### src/hdl/qcv_pkg.sv
// ----------------------------------------------------------------------------
// qcv_pkg
// Shared types and constants of the quadrature count and velocity block.
// ----------------------------------------------------------------------------
package qcv_pkg;

    localparam int unsigned COUNT_W   = 32;
    localparam int unsigned TIME_W    = 32;
    localparam int unsigned VEL_W     = 29;
    localparam int unsigned SCALE_W   = 28;
    localparam int unsigned DIV_CNT_W = $clog2(SCALE_W);

    // 1e6 edges per second in Q8, the dividend of every velocity divide.
    localparam logic [SCALE_W-1:0] VEL_SCALE   = 28'd256000000;
    localparam logic [TIME_W-1:0]  TIMEOUT_RST = 32'd100000;

    localparam int unsigned IN_TDATA_W  = 40;
    localparam int unsigned OUT_TDATA_W = 64;

    typedef enum logic [1:0] {
        OP_PIN   = 2'd0,
        OP_TICK  = 2'd1,
        OP_CLEAR = 2'd2
    } t_opcode;

    // Commands from the controller to the datapath.
    typedef struct packed {
        logic load;
        logic elapsed_en;
        logic div_start;
        logic div_step;
        logic commit;
    } t_cmd;

    // Status from the datapath to the controller.
    typedef struct packed {
        logic need_div;
        logic div_last;
        logic out_free;
    } t_status;

endpackage

### src/hdl/qcv_ctrl.sv
// ----------------------------------------------------------------------------
// qcv_ctrl
// Sequencer: accepts a request, steps the datapath through elapsed time,
// the optional divide and the commit into the output register.
// ----------------------------------------------------------------------------
module qcv_ctrl
    import qcv_pkg::*;
(
    input  logic    i_clk,
    input  logic    i_rst_n,
    input  logic    i_in_valid,
    output logic    o_in_ready,
    input  t_status i_status,
    output t_cmd    o_cmd
);

    typedef enum logic [2:0] {
        S_IDLE,
        S_EVAL,
        S_CHECK,
        S_DIV,
        S_COMMIT
    } t_state;

    t_state r_state;
    t_state n_state;

    always_comb begin
        n_state = r_state;
        case (r_state)
            S_IDLE: begin
                if (i_in_valid) begin
                    n_state = S_EVAL;
                end
            end
            S_EVAL: begin
                n_state = S_CHECK;
            end
            S_CHECK: begin
                n_state = i_status.need_div ? S_DIV : S_COMMIT;
            end
            S_DIV: begin
                if (i_status.div_last) begin
                    n_state = S_COMMIT;
                end
            end
            S_COMMIT: begin
                if (i_status.out_free) begin
                    n_state = S_IDLE;
                end
            end
            default: begin
                n_state = S_IDLE;
            end
        endcase
    end

    always_ff @(posedge i_clk) begin
        if (!i_rst_n) begin
            r_state <= S_IDLE;
        end else begin
            r_state <= n_state;
        end
    end

    assign o_in_ready       = (r_state == S_IDLE);
    assign o_cmd.load       = (r_state == S_IDLE) && i_in_valid;
    assign o_cmd.elapsed_en = (r_state == S_EVAL);
    assign o_cmd.div_start  = (r_state == S_CHECK);
    assign o_cmd.div_step   = (r_state == S_DIV);
    assign o_cmd.commit     = (r_state == S_COMMIT) && i_status.out_free;

endmodule

### src/hdl/qcv_dpath.sv
// ----------------------------------------------------------------------------
// qcv_dpath
// Datapath: request registers, count and velocity state, a radix-2
// restoring divider and the output register.
// ----------------------------------------------------------------------------
module qcv_dpath
    import qcv_pkg::*;
(
    input  logic                    i_clk,
    input  logic                    i_rst_n,
    input  t_cmd                    i_cmd,
    output t_status                 o_status,
    input  logic [IN_TDATA_W-1:0]   i_in_data,
    input  logic [1:0]              i_in_user,
    input  logic                    i_cfg_we,
    input  logic [TIME_W-1:0]       i_cfg_wdata,
    output logic                    o_out_valid,
    input  logic                    i_out_ready,
    output logic [OUT_TDATA_W-1:0]  o_out_data
);

    // Request
    t_opcode            r_op;
    logic               r_a;
    logic               r_b;
    logic [TIME_W-1:0]  r_now;
    logic [TIME_W-1:0]  r_elapsed;

    // Block state
    logic [TIME_W-1:0]  r_timeout;
    logic               r_last_a;
    logic [COUNT_W-1:0] r_count;
    logic [VEL_W-1:0]   r_vel;
    logic [TIME_W-1:0]  r_last_edge;

    // Divider
    logic [TIME_W-1:0]    r_rem;
    logic [SCALE_W-1:0]   r_dvd;
    logic [SCALE_W-1:0]   r_quo;
    logic [DIV_CNT_W-1:0] r_cnt;
    logic [TIME_W:0]      rem_shift;
    logic                 rem_ge;

    // Output register
    logic                 r_out_valid;
    logic [COUNT_W-1:0]   r_out_count;
    logic [VEL_W-1:0]     r_out_vel;

    logic [COUNT_W-1:0]   n_count;
    logic [VEL_W-1:0]     n_vel;
    logic [TIME_W-1:0]    n_last_edge;
    logic                 n_last_a;
    logic                 a_edge;
    logic                 step_up;

    assign a_edge  = (r_a != r_last_a);
    assign step_up = (r_b != r_a);

    assign o_status.need_div = (r_op == OP_PIN) && a_edge && (r_elapsed != '0);
    assign o_status.div_last = (r_cnt == '0);
    assign o_status.out_free = !r_out_valid || i_out_ready;

    always_ff @(posedge i_clk) begin
        if (!i_rst_n) begin
            r_timeout <= TIMEOUT_RST;
        end else if (i_cfg_we) begin
            r_timeout <= i_cfg_wdata;
        end
    end

    always_ff @(posedge i_clk) begin
        if (i_cmd.load) begin
            r_op  <= t_opcode'(i_in_user);
            r_a   <= i_in_data[0];
            r_b   <= i_in_data[1];
            r_now <= i_in_data[TIME_W+1:2];
        end
        if (i_cmd.elapsed_en) begin
            r_elapsed <= r_now - r_last_edge;
        end
    end

    // One quotient bit per cycle; the remainder always stays below the divisor.
    assign rem_shift = {r_rem, r_dvd[SCALE_W-1]};
    assign rem_ge    = (rem_shift >= {1'b0, r_elapsed});

    always_ff @(posedge i_clk) begin
        if (i_cmd.div_start) begin
            r_rem <= '0;
            r_dvd <= VEL_SCALE;
            r_quo <= '0;
            r_cnt <= DIV_CNT_W'(SCALE_W - 1);
        end else if (i_cmd.div_step) begin
            r_rem <= rem_ge ? TIME_W'(rem_shift - {1'b0, r_elapsed}) : rem_shift[TIME_W-1:0];
            r_dvd <= {r_dvd[SCALE_W-2:0], 1'b0};
            r_quo <= {r_quo[SCALE_W-2:0], rem_ge};
            r_cnt <= r_cnt - 1'b1;
        end
    end

    always_comb begin
        n_count     = r_count;
        n_vel       = r_vel;
        n_last_edge = r_last_edge;
        n_last_a    = r_last_a;
        case (r_op)
            OP_PIN: begin
                if (a_edge) begin
                    n_count     = step_up ? r_count + 1'b1 : r_count - 1'b1;
                    n_last_edge = r_now;
                    if (r_elapsed != '0) begin
                        n_vel = step_up ? VEL_W'(r_quo) : VEL_W'(0) - VEL_W'(r_quo);
                    end
                end
                n_last_a = r_a;
            end
            OP_TICK: begin
                if (r_elapsed > r_timeout) begin
                    n_vel = '0;
                end
            end
            OP_CLEAR: begin
                n_count = '0;
            end
            default: begin
            end
        endcase
    end

    always_ff @(posedge i_clk) begin
        if (!i_rst_n) begin
            r_last_a    <= 1'b0;
            r_count     <= '0;
            r_vel       <= '0;
            r_last_edge <= '0;
        end else if (i_cmd.commit) begin
            r_last_a    <= n_last_a;
            r_count     <= n_count;
            r_vel       <= n_vel;
            r_last_edge <= n_last_edge;
        end
    end

    always_ff @(posedge i_clk) begin
        if (!i_rst_n) begin
            r_out_valid <= 1'b0;
        end else if (i_cmd.commit) begin
            r_out_valid <= 1'b1;
        end else if (i_out_ready) begin
            r_out_valid <= 1'b0;
        end
    end

    always_ff @(posedge i_clk) begin
        if (i_cmd.commit) begin
            r_out_count <= n_count;
            r_out_vel   <= n_vel;
        end
    end

    assign o_out_valid = r_out_valid;
    assign o_out_data  = {(OUT_TDATA_W - COUNT_W - VEL_W)'(0), r_out_vel, r_out_count};

`ifndef SYNTHESIS
    a_commit_room: assert property (@(posedge i_clk) disable iff (!i_rst_n)
        i_cmd.commit |-> (!r_out_valid || i_out_ready))
        else $error("Result committed over an untaken result.");

    a_commit_valid: assert property (@(posedge i_clk) disable iff (!i_rst_n)
        i_cmd.commit |=> r_out_valid)
        else $error("Committed result not presented.");

    a_rem_bound: assert property (@(posedge i_clk) disable iff (!i_rst_n)
        i_cmd.div_step |-> (r_rem < r_elapsed))
        else $error("Divider remainder not below divisor.");

    a_div_needs_time: assert property (@(posedge i_clk) disable iff (!i_rst_n)
        i_cmd.div_step |-> (r_elapsed != '0))
        else $error("Divide started with zero elapsed time.");
`endif

endmodule

### src/hdl/quadrature_count_and_velocity.sv
// ----------------------------------------------------------------------------
// quadrature_count_and_velocity
// x2 quadrature decoder on channel A with position count and Q8 velocity
// from the time between counted edges.
//
//   Channel   Direction  Payload
//   s_axis    in         tuser = opcode; tdata = pin_a, pin_b, now_us
//   m_axis    out        tdata = position_count, velocity_q8
//   cfg       in         i_cfg_wdata = timeout_us, written on i_cfg_we
//
// A request that changes channel A after nonzero elapsed time passes through
// the accept state, a state for the elapsed time, a state for the check, the
// radix-2 divide of 256000000 by the elapsed time into a 28-bit quotient, and
// the commit. Every other request skips the divide. Requests are taken one at
// a time. A result waits in the output register while the next request is
// worked on; only the commit waits for m_axis_tready.
// Reset is synchronous, no clear pass.
// ----------------------------------------------------------------------------
module quadrature_count_and_velocity
    import qcv_pkg::*;
(
    input  logic                   i_clk,
    input  logic                   i_rst_n,
    input  logic                   s_axis_tvalid,
    output logic                   s_axis_tready,
    input  logic [IN_TDATA_W-1:0]  s_axis_tdata,   // pin_a, pin_b, now_us[31:0]
    input  logic [1:0]             s_axis_tuser,   // opcode
    output logic                   m_axis_tvalid,
    input  logic                   m_axis_tready,
    output logic [OUT_TDATA_W-1:0] m_axis_tdata,   // position_count, velocity_q8
    input  logic                   i_cfg_we,
    input  logic [TIME_W-1:0]      i_cfg_wdata
);

    t_cmd    cmd;
    t_status status;

    qcv_ctrl u_ctrl (
        .i_clk      (i_clk),
        .i_rst_n    (i_rst_n),
        .i_in_valid (s_axis_tvalid),
        .o_in_ready (s_axis_tready),
        .i_status   (status),
        .o_cmd      (cmd)
    );

    qcv_dpath u_dpath (
        .i_clk       (i_clk),
        .i_rst_n     (i_rst_n),
        .i_cmd       (cmd),
        .o_status    (status),
        .i_in_data   (s_axis_tdata),
        .i_in_user   (s_axis_tuser),
        .i_cfg_we    (i_cfg_we),
        .i_cfg_wdata (i_cfg_wdata),
        .o_out_valid (m_axis_tvalid),
        .i_out_ready (m_axis_tready),
        .o_out_data  (m_axis_tdata)
    );

endmodule

### config.mk
export PLATFORM = sky130hd
export DESIGN_NAME = quadrature_count_and_velocity
export DESIGN_NICKNAME = d
export VERILOG_FILES = /design/src/hdl/qcv_pkg.sv /design/src/hdl/qcv_ctrl.sv /design/src/hdl/qcv_dpath.sv /design/src/hdl/quadrature_count_and_velocity.sv
export SDC_FILE = /design/constraint.sdc
export NUM_CORES = 1
export LEC_CHECK = 0
export BUFFER_PORTS_ARGS = -buffer_cell sky130_fd_sc_hd__buf_2
export CAP_MARGIN = 0
export CORE_ASPECT_RATIO = 1.2
export CORE_UTILIZATION = 42
export CTS_CLUSTER_SIZE = 30
export DETAILED_ROUTE_END_ITERATION = 6
export PLACE_DENSITY = 0.64
export SYNTH_ARGS = -nofsm -noshare
export SYNTH_HDL_FRONTEND = slang
export SYNTH_HIERARCHICAL = 1
export SYNTH_SLANG_ARGS = --single-unit
### constraint.sdc
create_clock -name i_clk -period 6.4 [get_ports i_clk]
set_input_delay 0.64 -clock i_clk [delete_from_list [all_inputs] [get_ports i_clk]]
set_output_delay 0.64 -clock i_clk [all_outputs]
set_load 0.05 [all_outputs]
==> results.toml <==
[final_layout]
diodes = 0
fill_cells = 4499
final_nets = 2472
finalInstanceArea_mm2 = 0.0219
final_layout_size_suffix_gt1_share_pct = 10.6
multi_input_logic_area_mm2 = 0.0105
seq_area_mm2 = 0.00806
layout-area-overhead-vs-synth_pct = 11.8

[placement]
buffer_ports.inserted = 135
gp_routability_congestion = 0.894
postPlaceCellArea_mm2 = 0.0207
place.detailed.hpwl_um = 35100

[sta]
final-hold-violation-count = 0
worst_pin_slew_ns = 1.20
finalSetupTns_ns = 0
final-max-slew-violation-count = 0
final.min_clock_period_ns = 3.96
timing.final.setup_violations = 0
fin_worst_skew_ns = 0.0219
ratio_of_final_minimum_period_to_clock_period_pct = 61.9
fin_worst_hold_slack_ns = 0.255
slew-limit-headroom_pct = 19.4
clock.fmax_ghz = 0.252
rsz0062_at_grt = "no"

[run_status]
failed_checks = "DRC"
status = "finished with violations"

[run]
max-cap-violations = 0

[synthesis]
synth-edff-count = 129
yosys-top-cells-area = "sky130_fd_sc_hd__dfxtp_1 21%, sky130_fd_sc_hd__edfxtp_1 20%, sky130_fd_sc_hd__ha_1 6.2%"
synthesis.area_mm2 = 0.0196
async_reset_ff_share_pct = 0
netlist.top_cell.by_area = "sky130_fd_sc_hd__dfxtp_1"
post_synth_fa_ha_maj_area_fraction_pct = 6.45
synthesis.yosys.warnings = 6
synth_compound_gate_area_share_pct = 20.0
yosys_most_used_dff = "sky130_fd_sc_hd__dfxtp_1"
netlist.area_leader.share_pct = 21.3
synth.lib_cells_used.distinct = 94
synth_mux_area_share_pct = 4.64
synth_top_family_by_area = "compound AO/OA/AOI/OAI gates"
gate_count_of_the_mapped_netlist = 2241
yosysSeqAreaShare_pct = 41.0
synthXorXnorAreaFrac_pct = 3.52
synth.cells.most_frequent = "216 x sky130_fd_sc_hd__nand2_1, 213 x sky130_fd_sc_hd__nor2_1, 209 x sky130_fd_sc_hd__dfxtp_1"
post-synth-top-count-cell = "sky130_fd_sc_hd__nand2_1"
ys_ff_latch = 338
simple_gate_share_of_the_synthesized_area_pct = 18.6
syn-mean-instance-area_um2 = 8.76

[clock_tree]
clock-root-buffer = "sky130_fd_sc_hd__clkbuf_16"
tritoncts = "yes"
cts_repair_resize_count = 0
clock_tree.htree_level_count = 2
clockBufferDepth = 3
cts_buffers = 38
worstSkewPairLatency_ns = 0.56
cts_setup_buffers = 0
cts.sink_count = 338
post_cts_hold_buffer_count = 0
path_clk_slew_ns = 0.06

[drt]
via_density_per_instance = 5.67
drt_drc_violations_left = 2
drt_wl_total_um = 49600
vias = 16700
initialDrtViolationCount = 972
antenna_left = 0
first_drt_pass_iteration_count = 7
routedWlPerCell_um = 16.9

[global_route]
vias_in_the_first_global_route = 15800
initial_antenna_violation_count = 0
grt_overflow_total = 0
groute.usage.overall_pct = 20.9
first_pass_grt_wire_length_um = 80600
grt_max_degree = 72

[floorplanning]
row_count = 86
chipWidth_um = 199
floorplan.initialDensity_pct = 42.6
die-height_um = 239
die-area_mm2 = 0.0476
ioPinCount = 145
design.core.area_mm2 = 0.0461

[setup_path]
timing.critical_path.slowest_cell_delay_ns = 0.98
worstPathArrival_ns = 4.23
startpoint_type = "register"
worstPathMaxFanout = 19
worst-path-buf-inv = 0
path_delay_family = "simple AND/OR/NAND/NOR gates"
worst_ep_required_time_ns = 6.67
timing.setup.critical_path_class = "register to register"
critical_path.slowest_cell = "sky130_fd_sc_hd__nor2_1"
worst_setup_path_end_kind = "register"
critical_path_cell_list = "ha_1, nand4_1, nor4_1, nand2_1, o311ai_1, o31ai_2, nor2_1, o21ai_1"

[power]
cellPowerDensity_mw_per_mm2 = 304
vdd.ir_drop.worst_v = 0.000205
leakagePower_nw = 8.58

[hold_path]
hold_class = "primary input to register"
-- flip-flops by register name, summed over array words and instances (netlist names), 28 cells and up --
| register | flops |
|---|---|
| u_dpath/r_elapsed | 32 |
| u_dpath/r_timeout | 32 |
| u_dpath/r_count | 32 |
| u_dpath/r_now | 32 |
| u_dpath/r_out_count | 32 |
| u_dpath/r_vel | 29 |
| u_dpath/r_quo | 28 |
| u_dpath/r_out_vel | 29 |
| u_dpath/r_rem | 32 |
| u_dpath/r_last_edge | 32 |
-- layer usage --
layer  share of wire (%)  global-route usage, %  wire length, µm
met2                  50                   37.0            24800
met5                   0                      0                0
met1                  42                   25.6            21000
met4                 2.5                   6.25             1260
met3                 5.2                   3.46             2590
-- power by group --
| part | switching [mW] | internal [mW] |
|---|---|---|
| combinational | 1.20 | 0.713 |
| sequential | 0.157 | 2.46 |
| clock | 0.903 | 1.25 |
-- worst paths after layout --
path                                               from                 endpoint  slack (ns)  depth (start not counted)
worst max-delay path              u_dpath/r_elapsed[31]    u_dpath/r_out_vel[22]        2.44                          8
worst min-delay path                    s_axis_tdata[8]         u_dpath/r_now[6]        0.26                          1
worst max register to register    u_dpath/r_elapsed[31]    u_dpath/r_out_vel[22]        2.44                          8
worst min register to register  u_dpath/r_last_edge[11]  u_dpath/r_last_edge[11]        0.45                          2
-- cell usage in the layout (no fill, tap or decap), types with 11 or more instances in the layout --
master	n
sky130_fd_sc_hd__a22o_1	13
sky130_fd_sc_hd__inv_1	142
sky130_fd_sc_hd__buf_4	21
sky130_fd_sc_hd__nor2_1	212
sky130_fd_sc_hd__a21oi_1	144
sky130_fd_sc_hd__o21ai_1	74
sky130_fd_sc_hd__a21o_1	54
sky130_fd_sc_hd__clkbuf_16	39
sky130_fd_sc_hd__nand2_1	216
sky130_fd_sc_hd__xor2_1	28
sky130_fd_sc_hd__o21ai_0	39
sky130_fd_sc_hd__o21a_1	19
sky130_fd_sc_hd__mux2i_1	82
sky130_fd_sc_hd__o211ai_1	26
sky130_fd_sc_hd__nand2b_1	11
sky130_fd_sc_hd__nand3_1	78
sky130_fd_sc_hd__dfxtp_1	209
sky130_fd_sc_hd__a311oi_1	25
sky130_fd_sc_hd__or3_1	22
sky130_fd_sc_hd__and3_1	23
sky130_fd_sc_hd__or4_1	14
sky130_fd_sc_hd__clkbuf_1	11
sky130_fd_sc_hd__o2bb2ai_1	13
sky130_fd_sc_hd__nor4_1	27
sky130_fd_sc_hd__xnor2_1	49
sky130_fd_sc_hd__nor3_1	60
sky130_fd_sc_hd__nor2b_1	14
sky130_fd_sc_hd__ha_1	98
sky130_fd_sc_hd__a31oi_1	32
sky130_fd_sc_hd__edfxtp_1	129
sky130_fd_sc_hd__o31ai_1	20
sky130_fd_sc_hd__nand4_1	30
sky130_fd_sc_hd__o21bai_1	11
sky130_fd_sc_hd__buf_2	135
-- logic make-up after synthesis --
| family | count (synthesis) |
|---|---|
| buffers and inverters | 290 |
| other | 1 |
| xor gates and xnor gates | 79 |
| and+or+nand+nor | 763 |
| muxes | 90 |
| adders and majority gates | 100 |
| DFF | 338 |
| AOI/OAI and AO/OA | 580 |
-- metrics by stage --
stage / worst slack (ns) / total power [mW] / util (%) / instances
3_5_place_dp: 2.40 / 4.55 / 45.0 / 2869
4_1_cts: 2.40 / 6.73 / 47.7 / 2939
2_1_floorplan: 1.81 / 4.09 / - / 2243
5_1_grt: 2.03 / 7.07 / 47.7 / 2939
3_3_place_gp: 2.40 / 4.51 / 45.0 / 2869
6_report: 2.44 / 6.68 / 47.7 / 2939
-- final cells by class --
class                   instances  area share [%]
clock buffers                  53            4.82
repair buffers                156            3.80
multi-input cells            1615            47.9
flip-flops and latches        338            36.7
well taps                     616            3.51
inverters                     144            2.46
clock inverters                17           0.798
Note: power is estimated with default switching activity, not from simulation.
